File: config.mk
export PLATFORM = sky130hd
export DESIGN_NAME = pnq_cell
export DESIGN_NICKNAME = d
export VERILOG_FILES = /design/src/hdl/pnq_pkg.sv /design/src/hdl/pnq_cell.sv
export SDC_FILE = /design/constraint.sdc
export NUM_CORES = 1
export LEC_CHECK = 0
export ABC_AREA = 1
export BUFFER_PORTS_ARGS = -buffer_cell sky130_fd_sc_hd__buf_2
export CAP_MARGIN = 20
export CELL_PAD_IN_SITES_DETAIL_PLACEMENT = 0
export CELL_PAD_IN_SITES_GLOBAL_PLACEMENT = 1
export CORE_MARGIN = 2
export CORE_UTILIZATION = 45
export DETAILED_ROUTE_END_ITERATION = 16
export HOLD_SLACK_MARGIN = 0.1
export PLACE_DENSITY = 0.9
export SYNTH_ARGS = -nofsm -noshare
export SYNTH_HDL_FRONTEND = slang
export SYNTH_SLANG_ARGS = --single-unit
File: constraint.sdc
create_clock -name clk -period 7.25 [get_ports clk]
set_input_delay 0.725 -clock clk [delete_from_list [all_inputs] [get_ports clk]]
set_output_delay 0.725 -clock clk [all_outputs]
set_load 0.02 [all_outputs]
File: src/hdl/pnq_pkg.sv
`timescale 1ns / 1ps
// Shared types, codes and constants of the palette nearest-color quantizer.
// Depends on nothing; every other file of the block uses it.
package pnq_pkg;

  localparam int DEF_ENTRIES    = 256;
  localparam int DEFAULT_COLORS = 16;
  localparam int CH_W           = 8;
  localparam int COUNT_W        = 9;
  localparam int DIST_W         = 18;
  localparam int SQ_W           = 16;
  localparam int WORD_W         = 32;
  localparam int PROD_W         = 16;
  localparam int ADDR_W         = 3;
  localparam int DATA_W         = 32;
  localparam int ALPHA_ROUND    = 128;

  localparam logic [1:0] FUNC_LOAD   = 2'd0;
  localparam logic [1:0] FUNC_QUANT  = 2'd1;
  localparam logic [1:0] FUNC_EXPAND = 2'd2;

  localparam logic REG_PALETTE_COUNT = 1'b0;

  typedef struct packed {
    logic [1:0]        func;
    logic [CH_W-1:0]   idx;
    logic [CH_W-1:0]   red;
    logic [CH_W-1:0]   green;
    logic [CH_W-1:0]   blue;
    logic [CH_W-1:0]   alpha;
    logic              last;
    logic [CH_W-1:0]   sel;
    logic [DIST_W-1:0] best_dist;
    logic [WORD_W-1:0] word;
  } item_t;

  // Default colors, packed as {alpha, blue, green, red}.
  function automatic logic [WORD_W-1:0] ega_color(input logic [3:0] i);
    logic [WORD_W-1:0] w;
    case (i)
      4'd0:    w = 32'hFF000000;
      4'd1:    w = 32'hFF00007F;
      4'd2:    w = 32'hFF007F00;
      4'd3:    w = 32'hFF007F7F;
      4'd4:    w = 32'hFF7F0000;
      4'd5:    w = 32'hFF7F007F;
      4'd6:    w = 32'hFF7F7F00;
      4'd7:    w = 32'hFF7F7F7F;
      4'd8:    w = 32'hFF3F3F3F;
      4'd9:    w = 32'hFF0000FF;
      4'd10:   w = 32'hFF00FF00;
      4'd11:   w = 32'hFF00FFFF;
      4'd12:   w = 32'hFFFF0000;
      4'd13:   w = 32'hFFFF00FF;
      4'd14:   w = 32'hFFFFFF00;
      4'd15:   w = 32'hFFFFFFFF;
      default: w = '0;
    endcase
    return w;
  endfunction

endpackage

File: src/hdl/pnq_cell.sv
`timescale 1ns / 1ps
// One palette cell: holds one entry and runs two pipeline stages of the search.
// Depends on pnq_pkg.
module pnq_cell #(
  parameter int PALETTE_ENTRIES = pnq_pkg::DEF_ENTRIES,
  parameter int CELL_ID = 0,
  localparam int CW = $clog2(PALETTE_ENTRIES + 1)
) (
  input  logic            clk,
  input  logic            rst,
  input  logic            advance,
  input  logic [CW-1:0]   count,
  input  logic            in_valid,
  input  pnq_pkg::item_t  in_item,
  output logic            out_valid,
  output pnq_pkg::item_t  out_item
);

  localparam logic HAS_DEFAULT = (CELL_ID < pnq_pkg::DEFAULT_COLORS);
  localparam logic [CW-1:0] ID_CNT = CW'(CELL_ID);
  localparam logic [pnq_pkg::CH_W-1:0] ID_SEL = pnq_pkg::CH_W'(CELL_ID);

  logic [pnq_pkg::WORD_W-1:0] entry;

  logic                        a_valid;
  pnq_pkg::item_t              a_item;
  logic [pnq_pkg::SQ_W-1:0]    a_sq_r;
  logic [pnq_pkg::SQ_W-1:0]    a_sq_g;
  logic [pnq_pkg::SQ_W-1:0]    a_sq_b;
  logic [pnq_pkg::WORD_W-1:0]  a_word;

  logic [pnq_pkg::CH_W-1:0]    d_r, d_g, d_b;
  logic [pnq_pkg::DIST_W-1:0]  sum;
  pnq_pkg::item_t              out_item_next;

  always_comb begin
    d_r = (in_item.red > entry[7:0]) ? in_item.red - entry[7:0] : entry[7:0] - in_item.red;
    d_g = (in_item.green > entry[15:8]) ? in_item.green - entry[15:8]
                                        : entry[15:8] - in_item.green;
    d_b = (in_item.blue > entry[23:16]) ? in_item.blue - entry[23:16]
                                        : entry[23:16] - in_item.blue;
  end

  always_ff @(posedge clk) begin
    if (rst) begin
      if (HAS_DEFAULT) begin
        entry <= pnq_pkg::ega_color(4'(CELL_ID));
      end
    end else if (advance && in_valid && in_item.func == pnq_pkg::FUNC_LOAD &&
                 in_item.idx == ID_SEL) begin
      entry <= {in_item.alpha, in_item.blue, in_item.green, in_item.red};
    end
  end

  always_ff @(posedge clk) begin
    if (rst) begin
      a_valid <= 1'b0;
    end else if (advance) begin
      a_valid <= in_valid;
    end
  end

  always_ff @(posedge clk) begin
    if (advance) begin
      a_item <= in_item;
      a_sq_r <= pnq_pkg::SQ_W'(d_r) * pnq_pkg::SQ_W'(d_r);
      a_sq_g <= pnq_pkg::SQ_W'(d_g) * pnq_pkg::SQ_W'(d_g);
      a_sq_b <= pnq_pkg::SQ_W'(d_b) * pnq_pkg::SQ_W'(d_b);
      a_word <= entry;
    end
  end

  // The lowest index wins a tie because later cells only take a strictly smaller distance.
  always_comb begin
    sum = pnq_pkg::DIST_W'(a_sq_r) + pnq_pkg::DIST_W'(a_sq_g) + pnq_pkg::DIST_W'(a_sq_b);
    out_item_next = a_item;
    if (a_item.func == pnq_pkg::FUNC_QUANT && ID_CNT < count && sum < a_item.best_dist) begin
      out_item_next.best_dist = sum;
      out_item_next.sel       = ID_SEL;
      out_item_next.word      = a_word;
    end
    if (a_item.func == pnq_pkg::FUNC_EXPAND && a_item.sel == ID_SEL) begin
      out_item_next.word = a_word;
    end
  end

  always_ff @(posedge clk) begin
    if (rst) begin
      out_valid <= 1'b0;
    end else if (advance) begin
      out_valid <= a_valid;
    end
  end

  always_ff @(posedge clk) begin
    if (advance) begin
      out_item <= out_item_next;
    end
  end

endmodule

* Word level (Yosys, flattened, before mapping)
Cells that the tools add are included.
** Storage, ports and cells
- Register bits after elaboration :: 316
- Input port bits :: 114
- Output and inout bits :: 102
- Word-level logic and storage cells :: 59
** Cells by class
- Add/sub/neg operators :: 8
- Multiply operators :: 3
- Magnitude comparators :: 5
- Equal/unequal tests :: 2
- Muxes and demuxes :: 5
- Reduce and logical (&&, ||, !) cells :: 9
** Operators by type and width (count)
- 50-bit two-way mux :: 1
- 8-bit by 8-bit multiplier with 16-bit output :: 3
- 8-bit subtractor :: 6
- 32-bit two-way mux :: 1
- 8-bit > comparator :: 3
- 8-bit two-way mux :: 3
- 17-bit by 16-bit adder with 18-bit output :: 1
- 18-bit less-than comparator :: 1
- 16-bit by 16-bit adder with 17-bit output :: 1
- 8-bit zero test :: 2
- 1-bit by 9-bit less-than comparator with 1-bit output (first input constant) :: 1
- 1-bit logical AND :: 6
- 2-bit by 1-bit equality test with 1-bit output (second input constant) :: 1
- 2-bit equality test (second input constant) :: 1
- 2-bit zero test :: 1

* Longest topological paths before layout
- Depth in word-level cells :: 6
- Depth in mapped cells :: 33

* Least setup slack after synthesis
No wires, ideal clock.
- Kind :: in2reg
- Start :: in in_item[83] (netlist name)
- End :: reg a_sq_r[13] (netlist name) (data pin)
- Library setup time :: 0.252 ns
- Arrival time :: 5.468 ns
- Data required time :: 6.998 ns
- Slack :: 1.530 ns
- Stages on the path :: 29
- Buffers on the path :: 0
- Cells stage by stage :: inv_1 > ha_1 > inv_1 > fa_1 > nand3_1 > nand3_1 > nand2_1 > nand2_2 > nand2_4 > inv_4 > nand2_2 > nand2_4 > nor2_1 > inv_1 > fa_1 > inv_1 > fa_1 > inv_1 > fa_1 > fa_1 > inv_1 > ha_1 > a21oi_1 > a21boi_0 > o21ai_0 > nand2_1 > nand2_1 > nand2_1 > nand2_1
** Between the ends
- Cells in the longest elaborated chain, start to end :: 3
** RTL lines
- start: declaration :: RTL line pnq_cell.sv:14 : input pnq_pkg::item_t in_item,
- 8-bit subtractor / 8-bit > comparator (equally long branches) :: RTL line pnq_cell.sv:37 : d_r = (in_item.red > entry[7:0]) ? in_item.red - entry[7:0] : entry[7:0] - in_item.red;
- 8-bit two-way mux * :: RTL line pnq_cell.sv:37
- 8-bit by 8-bit multiplier with 16-bit output * :: RTL line pnq_cell.sv:66 : a_sq_r <= pnq_pkg::SQ_W'(d_r) * pnq_pkg::SQ_W'(d_r);
- end signal: assignment :: RTL line pnq_cell.sv:66
- end: declaration :: RTL line pnq_cell.sv:27 : logic [pnq_pkg::SQ_W-1:0] a_sq_r;
Mark *: on every way between the ends. The rest lies on a longest branch, timed or not.
A chain may end at the register's enable or synchronous reset.

* Worst setup path after layout
- Start :: reg entry[8] (netlist name)
- End :: reg a_sq_g[12] (netlist name) (data pin)
** Between the ends
- Cells in the longest elaborated chain, start to end :: 3
** RTL lines
- start: declaration :: RTL line pnq_cell.sv:23 : logic [pnq_pkg::WORD_W-1:0] entry;
- start signal: assignment :: RTL line pnq_cell.sv:47 : entry <= pnq_pkg::ega_color(4'(CELL_ID));
- start signal: assignment :: RTL line pnq_cell.sv:51 : entry <= {in_item.alpha, in_item.blue, in_item.green, in_item.red};
- 8-bit subtractor (tied with other cells) :: RTL line pnq_cell.sv:39 : : entry[15:8] - in_item.green;
- 8-bit two-way mux * :: RTL line pnq_cell.sv:38 : d_g = (in_item.green > entry[15:8]) ? in_item.green - entry[15:8]
- 8-bit by 8-bit multiplier with 16-bit output * :: RTL line pnq_cell.sv:67 : a_sq_g <= pnq_pkg::SQ_W'(d_g) * pnq_pkg::SQ_W'(d_g);
- end signal: assignment :: RTL line pnq_cell.sv:67
- end: declaration :: RTL line pnq_cell.sv:28 : logic [pnq_pkg::SQ_W-1:0] a_sq_g;
Marked as above.

==> flow_summary.toml <==
[status]
status = "finished clean"

[finish]
fill_cells = 3808
synthToLayoutAreaGrowth_pct = 14.4
drive_gt1_share_pct = 15.7
fin_util_pct = 52.0
nets = 2594
diodes = 0

[floorplan]
core_mm2 = 0.0429
start_util_pct = 45.4
die_width_um = 212
die_h_um = 212
ios = 216
rows = 76
die_area_mm2 = 0.0450

[critical_path]
crit_start = "entry[8]"
crit_arrival_ns = 6.10
cp-start-kind = "flop"
crit_family = "adder cells"
required_ns = 7.59
cp_slowest_cell = "fa_1"
r2r-start = "entry[8]"
worstPathMaxFanout = 9
end_kind = "flop"
crit_top_cell = "nand2_1"
worst-path-buf-inv = 4
critical-path-max-stage-delay_ns = 0.54
critical_path_class = "reg -> reg"

[route]
drt.antenna.violating_nets = 0
wl_per_cell_um = 14.7
first_iter_violations = 925
wirelength_mm = 41.7
vias = 13700
first_pass_iters = 7
via_per_inst = 4.83
drcViolationCount = 0

[placement]
gp_congestion = 0.898
place_hpwl_mm = 32.3
dp_worst_setup_slack_ns = 0.920
portBuffers = 215

[power]
ir_worst_vdd_mv = 0.240
fin_total_pwr_w = 0.0103
p_per_area_mw_per_mm2 = 463
p_leak_nw = 10.8

[clocking]
cts_setup_buffers = 0
cts_tree = "yes"
cts_root_buffer = "clkbuf_16"
cts-buffers-inserted = 31
clkSinkCount = 313
cts_hold_repair.buffers = 0
clockBufferDepth = 3
cts_resized = 0
insertion_delay_ns = 0.59
clkTransAtPathRegs_ns = 0.07
htree_levels = 1

[logic_synthesis]
yosysSeqAreaShare_pct = 46.5
synth_flop_cell = "edfxtp_1"
synth.distinct_cells = 41
ys_seq_elements = 313
synthesis.area_mm2 = 0.0195
async_flop_share_pct = 0
synth_edf_count = 279
synth_cells = 1991
synth.avg_cell_area_um2 = 9.79
synth-warning-count = 0

[grt]
grt.total_usage_pct = 18.8
grt_max_degree = 169
antenna_found_initial = 0
first_global_vias = 13800
grt_pass1_wl_mm = 68.0
grt_overflow = 0

[worst_hold_path]
hp-start = "in_item[34]"
min-delay-path-class = "in -> reg"

[sta]
finalSetupViolCount = 0
fin_crit_sh_pct = 79.5
rsz0062_at_grt = "no"
setup_slack_ns = 1.49
slew_viol_final = 0
tns_ns = 0
max_slew_margin_pct = 33.9
final-hold-violation-count = 0
holdWs_ns = 0.308
worst-slew-pin-transition_ns = 0.988
fin_worst_skew_ns = 0.0343
period_minus_slack_ns = 5.76
timing.fmax_mhz = 174

[run]
drv_cap = 0
-- cell families after synthesis --
| kind of cell | synth area share [%] |
|---|---|
| AO/OA/AOI/OAI | 5.07 |
| XOR/XNOR | 2.56 |
| adder cells (fa/ha/maj) | 20.6 |
| buffers and inverters | 7.78 |
| flip-flops | 46.5 |
| other | 0.0385 |
| AND/OR/NAND/NOR | 17.4 |
-- cells in the mapped netlist, types with 15 or more instances --
| master | n | area [um2] |
|---|---|---|
| a21oi_1 | 90 | 450 |
| dfxtp_1 | 34 | 681 |
| edfxtp_1 | 279 | 8380 |
| fa_1 | 97 | 1940 |
| ha_1 | 166 | 2080 |
| inv_1 | 344 | 1290 |
| inv_2 | 15 | 56.3 |
| nand2_1 | 463 | 1740 |
| nand2_2 | 30 | 188 |
| nand3_1 | 111 | 556 |
| nand4_1 | 16 | 100 |
| nor2_1 | 128 | 480 |
| o21ai_0 | 52 | 260 |
| xnor2_1 | 24 | 210 |
| xor2_1 | 33 | 289 |
-- final cells by class --
type	count	area, um2	share of cell area [%]
inverters	362	1370	6.13
flip-flops and latches	313	9060	40.6
clock buffers	38	822	3.69
repair buffers	221	1180	5.31
multi-input cells	1288	8910	40.0
clock inverters	20	210	0.943
well taps	585	732	3.28
-- metrics by stage --
step / instances / cell area (um2)
finish: 2827 / 22300
global route: 2827 / 22300
CTS: 2825 / 22200
detailed placement: 2767 / 21200
global placement: 2767 / 21200
floorplan: 1992 / 19500
-- metal layers --
layer / global-route usage [%] / part of all wire, % / vias to the layer above
li1: - / - / 6867
met1: 24.3 / 44 / 6434
met2: 33.3 / 49 / 297
met3: 2.38 / 4.5 / 65
met4: 5.22 / 2.3 / 0
met5: 0 / 0 / -
-- cell usage in the layout (no fill, tap or decap), drive strengths merged, types with 4 or more instances in the layout --
cell type  count
ha           166
xnor2         24
o21ai         63
buf          221
a21boi         7
fa            97
nor2         138
nor4           4
a21oi         90
o21bai         8
nand2        503
xor2          33
clkbuf        38
a21o           5
dfxtp         34
inv          367
nand3        114
edfxtp       279
nor3           4
nand4         16
clkinv        10
-- flip-flops by register name, indices dropped and copies added, names as in the netlist --
| signal | count |
|---|---|
| a_word | 32 |
| a_valid | 1 |
| entry | 32 |
| a_sq_g | 15 |
| a_sq_r | 15 |
| out_item | 101 |
| a_item | 101 |
| a_sq_b | 15 |
| out_valid | 1 |
-- worst paths after layout --
check | to | slack, ns | depth (start not counted)
max | a_sq_g[12] | 1.49 | 28
min | a_item[34] | 0.31 | 1
max reg2reg | a_sq_g[12] | 1.49 | 28
min reg2reg | out_item[67] | 0.42 | 0
-- report_power, final --
part	internal, W	switching [W]
Clock	0.000924	0.000705
Combinational	0.00222	0.00380
Sequential	0.00253	0.000130
Power figures use the tool's default switching activity.
